[config.mk]
export PLATFORM = sky130hd
export DESIGN_NAME = circular_list_node_pool_core
export DESIGN_NICKNAME = d
export VERILOG_FILES = /design/src/hw/rtl/clnp_pkg.sv /design/src/hw/rtl/circular_list_node_pool_core.sv /design/src/hw/rtl/clnp_alloc.sv
export VERILOG_INCLUDE_DIRS = /design/src /design/src/hw/rtl
export SDC_FILE = /design/constraint.sdc
export NUM_CORES = 1
export LEC_CHECK = 0
export BUFFER_PORTS_ARGS = -buffer_cell sky130_fd_sc_hd__buf_4
export CAP_MARGIN = 0
export CORE_MARGIN = 8
export CORE_UTILIZATION = 55
export DETAILED_ROUTE_END_ITERATION = 7
export PLACE_DENSITY_LB_ADDON = 0.25
export SYNTH_ARGS = -nofsm -noshare
export SYNTH_HDL_FRONTEND = slang
export SYNTH_SLANG_ARGS = --single-unit
[constraint.sdc]
create_clock -name clk -period 4 [get_ports clk]
set_input_delay 0.8 -clock clk [delete_from_list [all_inputs] [get_ports clk]]
set_output_delay 0.8 -clock clk [all_outputs]
set_load 0.01 [all_outputs]
[src/hw/rtl/assert_macros.svh]
// ---------------------------------------------------------------------------
// assert_macros.svh
// Concurrent assertion shorthands, sampled on clk.
// ---------------------------------------------------------------------------
`ifndef ASSERT_MACROS_SVH
`define ASSERT_MACROS_SVH

// Check prop on every rising edge outside reset.
`define ASSERT_RST(lbl, prop, msg) \
  lbl: assert property (@(posedge clk) disable iff (!rst_n) (prop)) else $error(msg);

// Check prop on every rising edge, reset included.
`define ASSERT_ALWAYS(lbl, prop, msg) \
  lbl: assert property (@(posedge clk) (prop)) else $error(msg);

`endif

[src/hw/rtl/clnp_pkg.sv]
// ---------------------------------------------------------------------------
// clnp_pkg
// Types and constants shared by the circular list node pool.
// ---------------------------------------------------------------------------
`default_nettype none

package clnp_pkg;

  localparam int POOL_NODES = 16;
  localparam int TAG_W      = 16;
  localparam int SLOT_W     = (POOL_NODES > 1) ? $clog2(POOL_NODES) : 1;
  localparam int CNT_W      = $clog2(POOL_NODES + 1);

  localparam logic [1:0] ACT_INSERT = 2'd0;
  localparam logic [1:0] ACT_DELETE = 2'd1;
  localparam logic [1:0] ACT_CLEAR  = 2'd2;

  localparam logic [1:0] ST_OK   = 2'd0;
  localparam logic [1:0] ST_FULL = 2'd1;
  localparam logic [1:0] ST_MISS = 2'd2;

  typedef struct packed {
    logic [1:0]       action;
    logic [TAG_W-1:0] tag;
  } in_item_t;

  typedef struct packed {
    logic [1:0]        status;
    logic [SLOT_W-1:0] slot;
    logic [CNT_W-1:0]  list_length;
  } out_item_t;

  // Requests to the node allocator.
  typedef struct packed {
    logic              set;
    logic              clr;
    logic              clr_all;
    logic [SLOT_W-1:0] idx;
  } alloc_ctl_t;

  // Allocator view: used marks and lowest free node.
  typedef struct packed {
    logic [POOL_NODES-1:0] used;
    logic                  found;
    logic [SLOT_W-1:0]     free_idx;
  } alloc_sts_t;

endpackage

`default_nettype wire

[src/hw/rtl/circular_list_node_pool_core.sv]
// ---------------------------------------------------------------------------
// circular_list_node_pool_core
// One circular singly linked list built over a fixed pool of nodes.
// ---------------------------------------------------------------------------
// Each input item is an insert, a delete or a clear, and yields exactly one
// result item (status, slot, list length). Node tags and next links live in
// two synchronous memories whose reads are registered; used marks sit in
// flip-flops, so reset and clear take effect at once and no clearing pass is
// needed. From acceptance, clear, pool-full insert, empty-list delete, the
// unused action code and insert into an empty list go straight to the done
// state, which moves the result into the output register; insert behind a
// tail first passes through a link state (the tail link write shares the link
// memory's single write port with the new node's link); delete first walks
// the list, visiting n nodes from the head (1 to 16). The walk visits one
// node per cycle: the registered link read out of the link memory drives the
// next read address. One item is in flight at a time; the next item is
// accepted as soon as the core is idle, even while the previous result still
// waits in the output register.
// ---------------------------------------------------------------------------
`default_nettype none

module circular_list_node_pool_core (
  input  wire logic                clk,
  input  wire logic                rst_n,
  input  wire logic                in_valid,
  output logic                     in_ready,
  input  wire clnp_pkg::in_item_t  in_item,
  output logic                     out_valid,
  input  wire logic                out_ready,
  output clnp_pkg::out_item_t      out_item
);

  typedef enum logic [1:0] {
    S_IDLE,
    S_INS_LINK,
    S_WALK,
    S_DONE
  } state_t;

  localparam int SW = clnp_pkg::SLOT_W;
  localparam int CW = clnp_pkg::CNT_W;
  localparam int TW = clnp_pkg::TAG_W;

  // Control state
  state_t            state_r,   state_nxt;
  logic              out_valid_r, out_valid_nxt;
  logic [SW-1:0]     head_r,    head_nxt;
  logic [SW-1:0]     tail_r,    tail_nxt;
  logic              empty_r,   empty_nxt;
  logic [CW-1:0]     count_r,   count_nxt;

  // Payload and walk registers
  clnp_pkg::out_item_t out_item_r, out_item_nxt;
  clnp_pkg::out_item_t res_r,      res_nxt;
  logic [TW-1:0]     tag_r,     tag_nxt;
  logic [SW-1:0]     cur_r,     cur_nxt;
  logic [SW-1:0]     prev_r,    prev_nxt;
  logic [CW-1:0]     remain_r,  remain_nxt;

  // Node memories
  logic [TW-1:0]     tag_mem  [clnp_pkg::POOL_NODES];
  logic [SW-1:0]     link_mem [clnp_pkg::POOL_NODES];
  logic [TW-1:0]     tag_rd_r;
  logic [SW-1:0]     link_rd_r;
  logic              rd_en;
  logic [SW-1:0]     rd_addr;
  logic              tag_we;
  logic [SW-1:0]     tag_wa;
  logic [TW-1:0]     tag_wd;
  logic              link_we;
  logic [SW-1:0]     link_wa;
  logic [SW-1:0]     link_wd;

  clnp_pkg::alloc_ctl_t actl;
  clnp_pkg::alloc_sts_t asts;

  clnp_alloc u_alloc (
    .clk   (clk),
    .rst_n (rst_n),
    .ctl   (actl),
    .sts   (asts)
  );

  assign in_ready  = (state_r == S_IDLE);
  assign out_valid = out_valid_r;
  assign out_item  = out_item_r;

  // Reads happen only in delete walk cycles that write nothing, so the same
  // entry is never read and written in one cycle.
  always_ff @(posedge clk) begin
    if (tag_we)  tag_mem[tag_wa]   <= tag_wd;
    if (link_we) link_mem[link_wa] <= link_wd;
    if (rd_en) begin
      tag_rd_r  <= tag_mem[rd_addr];
      link_rd_r <= link_mem[rd_addr];
    end
  end

  always_comb begin
    state_nxt     = state_r;
    out_valid_nxt = out_valid_r && !out_ready;
    out_item_nxt  = out_item_r;
    head_nxt      = head_r;
    tail_nxt      = tail_r;
    empty_nxt     = empty_r;
    count_nxt     = count_r;
    res_nxt       = res_r;
    tag_nxt       = tag_r;
    cur_nxt       = cur_r;
    prev_nxt      = prev_r;
    remain_nxt    = remain_r;
    rd_en         = 1'b0;
    rd_addr       = head_r;
    tag_we        = 1'b0;
    tag_wa        = '0;
    tag_wd        = '0;
    link_we       = 1'b0;
    link_wa       = '0;
    link_wd       = '0;
    actl          = '0;

    unique case (state_r)
      S_IDLE: begin
        if (in_valid) begin
          tag_nxt     = in_item.tag;
          res_nxt     = '{status: clnp_pkg::ST_OK, slot: '0, list_length: count_r};
          state_nxt   = S_DONE;
          unique case (in_item.action)
            clnp_pkg::ACT_INSERT: begin
              if (!asts.found) begin
                res_nxt.status = clnp_pkg::ST_FULL;
              end else begin
                // Claim the lowest free node and write its tag and link.
                actl.set    = 1'b1;
                actl.idx    = asts.free_idx;
                tag_we      = 1'b1;
                tag_wa      = asts.free_idx;
                tag_wd      = in_item.tag;
                link_we     = 1'b1;
                link_wa     = asts.free_idx;
                link_wd     = empty_r ? asts.free_idx : head_r;
                count_nxt   = count_r + CW'(1);
                res_nxt.slot        = asts.free_idx;
                res_nxt.list_length = count_r + CW'(1);
                if (empty_r) begin
                  head_nxt  = asts.free_idx;
                  tail_nxt  = asts.free_idx;
                  empty_nxt = 1'b0;
                end else begin
                  cur_nxt   = asts.free_idx;
                  state_nxt = S_INS_LINK;
                end
              end
            end
            clnp_pkg::ACT_DELETE: begin
              if (empty_r) begin
                res_nxt.status = clnp_pkg::ST_MISS;
              end else begin
                // Start the walk at the head; the tail is its predecessor.
                rd_en      = 1'b1;
                rd_addr    = head_r;
                cur_nxt    = head_r;
                prev_nxt   = tail_r;
                remain_nxt = count_r;
                state_nxt  = S_WALK;
              end
            end
            clnp_pkg::ACT_CLEAR: begin
              actl.clr_all        = 1'b1;
              head_nxt            = '0;
              tail_nxt            = '0;
              empty_nxt           = 1'b1;
              count_nxt           = '0;
              res_nxt.list_length = '0;
            end
            default: begin
            end
          endcase
        end
      end

      S_INS_LINK: begin
        // Hook the new node behind the old tail.
        link_we   = 1'b1;
        link_wa   = tail_r;
        link_wd   = cur_r;
        tail_nxt  = cur_r;
        state_nxt = S_DONE;
      end

      S_WALK: begin
        if (tag_rd_r == tag_r) begin
          // Unlink and free the matching node.
          actl.clr  = 1'b1;
          actl.idx  = cur_r;
          count_nxt = count_r - CW'(1);
          res_nxt   = '{status: clnp_pkg::ST_OK, slot: cur_r,
                        list_length: count_r - CW'(1)};
          if (cur_r == head_r) begin
            if (head_r == tail_r) begin
              head_nxt  = '0;
              tail_nxt  = '0;
              empty_nxt = 1'b1;
            end else begin
              link_we  = 1'b1;
              link_wa  = tail_r;
              link_wd  = link_rd_r;
              head_nxt = link_rd_r;
            end
          end else begin
            link_we = 1'b1;
            link_wa = prev_r;
            link_wd = link_rd_r;
            if (cur_r == tail_r) tail_nxt = prev_r;
          end
          state_nxt = S_DONE;
        end else if (remain_r == CW'(1)) begin
          res_nxt   = '{status: clnp_pkg::ST_MISS, slot: '0, list_length: count_r};
          state_nxt = S_DONE;
        end else begin
          // Advance to the next node straight from the link just read.
          rd_en      = 1'b1;
          rd_addr    = link_rd_r;
          prev_nxt   = cur_r;
          cur_nxt    = link_rd_r;
          remain_nxt = remain_r - CW'(1);
        end
      end

      S_DONE: begin
        // Hold the result until the output register frees up.
        if (!out_valid_r || out_ready) begin
          out_valid_nxt = 1'b1;
          out_item_nxt  = res_r;
          state_nxt     = S_IDLE;
        end
      end

      default: begin
        state_nxt = S_IDLE;
      end
    endcase
  end

  always_ff @(posedge clk) begin
    if (!rst_n) begin
      state_r     <= S_IDLE;
      out_valid_r <= 1'b0;
      head_r      <= '0;
      tail_r      <= '0;
      empty_r     <= 1'b1;
      count_r     <= '0;
    end else begin
      state_r     <= state_nxt;
      out_valid_r <= out_valid_nxt;
      head_r      <= head_nxt;
      tail_r      <= tail_nxt;
      empty_r     <= empty_nxt;
      count_r     <= count_nxt;
    end
    out_item_r <= out_item_nxt;
    res_r      <= res_nxt;
    tag_r      <= tag_nxt;
    cur_r      <= cur_nxt;
    prev_r     <= prev_nxt;
    remain_r   <= remain_nxt;
  end

  // -------------------------------------------------------------------------
  // Assertions
  // -------------------------------------------------------------------------
`include "assert_macros.svh"

  `ASSERT_RST(a_empty_matches_count, empty_r == (count_r == '0), "empty flag and node count disagree")
  `ASSERT_RST(a_used_matches_count, $countones(asts.used) == 32'(count_r), "used marks and node count disagree")
  `ASSERT_RST(a_walk_on_used_node, (state_r == S_WALK) |-> asts.used[cur_r], "delete walk reached a free node")

endmodule

`default_nettype wire

[src/hw/rtl/clnp_alloc.sv]
// ---------------------------------------------------------------------------
// clnp_alloc
// Used marks of the node pool and the lowest-free-node search.
// ---------------------------------------------------------------------------
`default_nettype none

module clnp_alloc (
  input  wire logic               clk,
  input  wire logic               rst_n,
  input  wire clnp_pkg::alloc_ctl_t ctl,
  output clnp_pkg::alloc_sts_t    sts
);

  logic [clnp_pkg::POOL_NODES-1:0] used_r;
  logic [clnp_pkg::POOL_NODES-1:0] used_nxt;
  logic                            found;
  logic [clnp_pkg::SLOT_W-1:0]     free_idx;

  always_comb begin
    used_nxt = used_r;
    if (ctl.clr_all) begin
      used_nxt = '0;
    end else begin
      if (ctl.set) used_nxt[ctl.idx] = 1'b1;
      if (ctl.clr) used_nxt[ctl.idx] = 1'b0;
    end
  end

  always_ff @(posedge clk) begin
    if (!rst_n) begin
      used_r <= '0;
    end else begin
      used_r <= used_nxt;
    end
  end

  // Scan from the top so the lowest free index wins.
  always_comb begin
    found    = 1'b0;
    free_idx = '0;
    for (int i = clnp_pkg::POOL_NODES - 1; i >= 0; i--) begin
      if (!used_r[i]) begin
        found    = 1'b1;
        free_idx = clnp_pkg::SLOT_W'(i);
      end
    end
  end

  assign sts.used     = used_r;
  assign sts.found    = found;
  assign sts.free_idx = free_idx;

endmodule

`default_nettype wire
==> flow_summary.json <==
{
  "status": "finished with violations",
  "violations": "slew limit",
  "peakVddDrop_uv": 571,
  "grt_max_degree": 260,
  "grt_overflow": 0,
  "cp.arrival_ns": 3.84,
  "setup_viol": 0,
  "core-area_um2": 41700,
  "clockBufferDepth": 3,
  "reg2reg_depth": 8,
  "synth_edf_count": 391,
  "ys.warnings.count": 0,
  "wirelength_um": 67700,
  "worstMarginPinSlew_ns": 1.52,
  "drc": 0,
  "htree_levels": 2,
  "slew_headroom": -0.0105,
  "cts_buffers": 47,
  "async_reset_ff_frac": 0,
  "synth_seq_area_share": 0.537,
  "rows": 75,
  "design.die.area_um2": 48800,
  "cts_root_buffer": "clkbuf_16",
  "grt_pass1_wl_um": 104000,
  "powerDensity_nw_per_um2": 645,
  "synthFlopType": "edfxtp_1",
  "endpoint_kind": "flop",
  "final.setup.tns_ns": 0,
  "drt_iter0_drc": 2334,
  "dieWidth_um": 221,
  "io_pins": 35,
  "portBuffers": 34,
  "endpoint": "tag_rd_r[1]",
  "hold_path_depth": 1,
  "drtAntennaViolNets": 0,
  "die_h_um": 221,
  "r2r_start": "tag_r[7]",
  "ys_seq_elements": 424,
  "clkSinkCount": 424,
  "fin_crit_ns": 3.55,
  "clkLatencyLatePin_ns": 0.60,
  "crit_path_max_incr_delay_ns": 0.66,
  "crit_start": "tag_r[7]",
  "hold_viol_final": 0,
  "skew_ns": 0.0218,
  "first_pass_iters": 5,
  "grtUsageTotal": 0.266,
  "synth_cells": 2181,
  "holdBufCountCts": 0,
  "startpoint_type": "flop",
  "first_global_vias": 17900,
  "fin_util": 0.613,
  "worstPathMaxFanout": 26,
  "postSynthAreaPerCell_um2": 10.6,
  "synth_cell_types": 71,
  "start_util": 0.554,
  "min_path_type": "primary input to flop",
  "power_w": 0.0165,
  "cts_tree": "done",
  "p_leak_nw": 8.35,
  "crit_type": "flop to flop",
  "drive_gt1_frac": 0.103,
  "period_share": 0.886,
  "viasPerCell": 6.97,
  "clk_pin_slew_worst_paths_ns": 0.06,
  "crit_slowest_cell": "or4_1",
  "grt_setup_unrepaired": "false",
  "gp_congestion": 0.882,
  "path_cells": "xor2_1 -> nor4_1 -> and4_4 -> buf_4 -> a211oi_1 -> a311oi_1 -> o22ai_1 -> or4_1",
  "timing.fmax_mhz": 282,
  "dp_hpwl_um": 39500,
  "wire_per_inst_um": 25.1,
  "antenna_found_initial": 1,
  "n_antenna_cell": 0,
  "r2r_setup_slack_ns": 0.45,
  "nNetsFinal": 2161,
  "syn-cell-area_um2": 23100,
  "maxSlewViolCount": 31,
  "required_ns": 4.30,
  "cts-resized-gates": 0,
  "rr_endpoint": "tag_rd_r[1]",
  "syn_nets": 2213,
  "postCtsSetupRepairBufs": 0,
  "area_growth_pct": 10.6,
  "via_count": 18800,
  "max-cap-violations": 0
}
registers in the layout (all words and copies together), names as in the netlist, 5 cells and up:
| name | flops |
|---|---|
| count_r | 5 |
| link_mem | 64 |
| out_item | 11 |
| remain_r | 5 |
| res_r | 11 |
| tag_mem | 256 |
| tag_r | 16 |
| tag_rd_r | 16 |
| u_alloc.used_r | 16 |
cells in the mapped netlist, types with 6 or more instances:
master | count | area share
clkbuf_1 | 149 | 0.024
and3_1 | 7 | 0.0019
and2_1 | 21 | 0.0057
nor4_1 | 10 | 0.0027
a311oi_1 | 160 | 0.061
a41oi_1 | 9 | 0.0034
nand3_1 | 9 | 0.0020
nor2_1 | 75 | 0.012
nor3_1 | 15 | 0.0033
edfxtp_1 | 391 | 0.51
dfxtp_1 | 33 | 0.029
buf_4 | 8 | 0.0026
buf_6 | 10 | 0.0049
ha_1 | 10 | 0.0054
a211o_1 | 7 | 0.0027
xnor2_1 | 10 | 0.0038
buf_1 | 8 | 0.0013
or4_1 | 20 | 0.0065
a221o_1 | 7 | 0.0030
o22ai_1 | 82 | 0.022
nand2b_1 | 330 | 0.089
a21oi_1 | 192 | 0.042
nor2b_1 | 7 | 0.0019
xor2_1 | 21 | 0.0080
nand4_1 | 7 | 0.0019
or3_1 | 6 | 0.0016
nand2_1 | 203 | 0.033
o21ai_0 | 27 | 0.0059
inv_1 | 21 | 0.0034
a31oi_1 | 14 | 0.0038
a22oi_1 | 7 | 0.0023
a211oi_1 | 181 | 0.059
and4_1 | 6 | 0.0023
buf_2 | 35 | 0.0076
worst max-delay path, delay by kind of cell, from the launching register on:
kind            cells  cell delay, ns
compound gates      3            0.50
xor+xnor            1            0.17
buf+inv             1            0.38
flops               1            0.38
simple gates        3            1.80
routing by layer:
| layer | vias to the layer above | routed length, um | track usage | part of all wire |
|---|---|---|---|---|
| li1 | 8317 | - | - | - |
| met1 | 9291 | 27000 | 0.359 | 0.40 |
| met2 | 1027 | 32000 | 0.420 | 0.47 |
| met3 | 198 | 6070 | 0.0450 | 0.090 |
| met4 | 2 | 2670 | 0.113 | 0.039 |
| met5 | - | 12 | 0 | 0.00018 |
placed cells by master (no fill, tap or decap), drive strengths merged, types with 11 or more instances in the layout:
cell,count
o22ai,82
and2,21
a311oi,160
a31oi,14
edfxtp,391
nand2,204
o21ai,32
nand2b,330
xor2,21
clkbuf,62
inv,23
dfxtp,33
buf,111
nor2,76
a41oi,11
a21oi,192
clkinv,14
or4,20
nor3,15
a211oi,181
per-stage QoR:
| step | hold WS [ns] | cell area, um2 | setup WS, ns | std cells |
|---|---|---|---|---|
| 2_1_floorplan | 0.400 | 23100 | 0.453 | 2181 |
| 3_3_place_gp | 0.403 | 24000 | 0.512 | 2619 |
| 3_5_place_dp | 0.405 | 24000 | 0.549 | 2619 |
| 4_1_cts | 0.379 | 25500 | 0.502 | 2703 |
| 5_1_grt | 0.385 | 25500 | 0.322 | 2703 |
| 6_report | 0.401 | 25500 | 0.454 | 2703 |
logic make-up after synthesis:
logic type      Yosys count  share of synthesized area
compound gates          744                      0.228
simple gates            731                      0.170
flops                   424                      0.537
buf+inv                 234                     0.0450
xor+xnor                 31                     0.0118
fa+ha+maj                10                    0.00542
mux                       7                    0.00314
area by class of cell:
cell class | instances | area [um2]
clock buffers | 62 | 1230
fillers | 3281 | 16100
flip-flops and latches | 424 | 12400
clock inverters | 22 | 315
well taps | 539 | 674
repair buffers | 111 | 1060
inverters | 22 | 82.6
multi-input cells | 1523 | 9770
worst min path at each step:
stage / startpoint / to / slack, ns
after global placement: res_r[5] / out_item[5] / 0.40
after detailed placement: res_r[2] / out_item[2] / 0.40
after CTS: in_item[9] / tag_r[9] / 0.38
final: in_item[12] / tag_r[12] / 0.40
after global routing: in_item[9] / tag_r[9] / 0.39
after floorplan: res_r[0] / out_item[0] / 0.40
where the power goes:
group	internal [W]	total [W]	switching [W]
registers	0.00543	0.00579	0.000359
clock network	0.00262	0.00441	0.00179
logic	0.00232	0.00627	0.00396
Power figures use the tool's default switching activity.
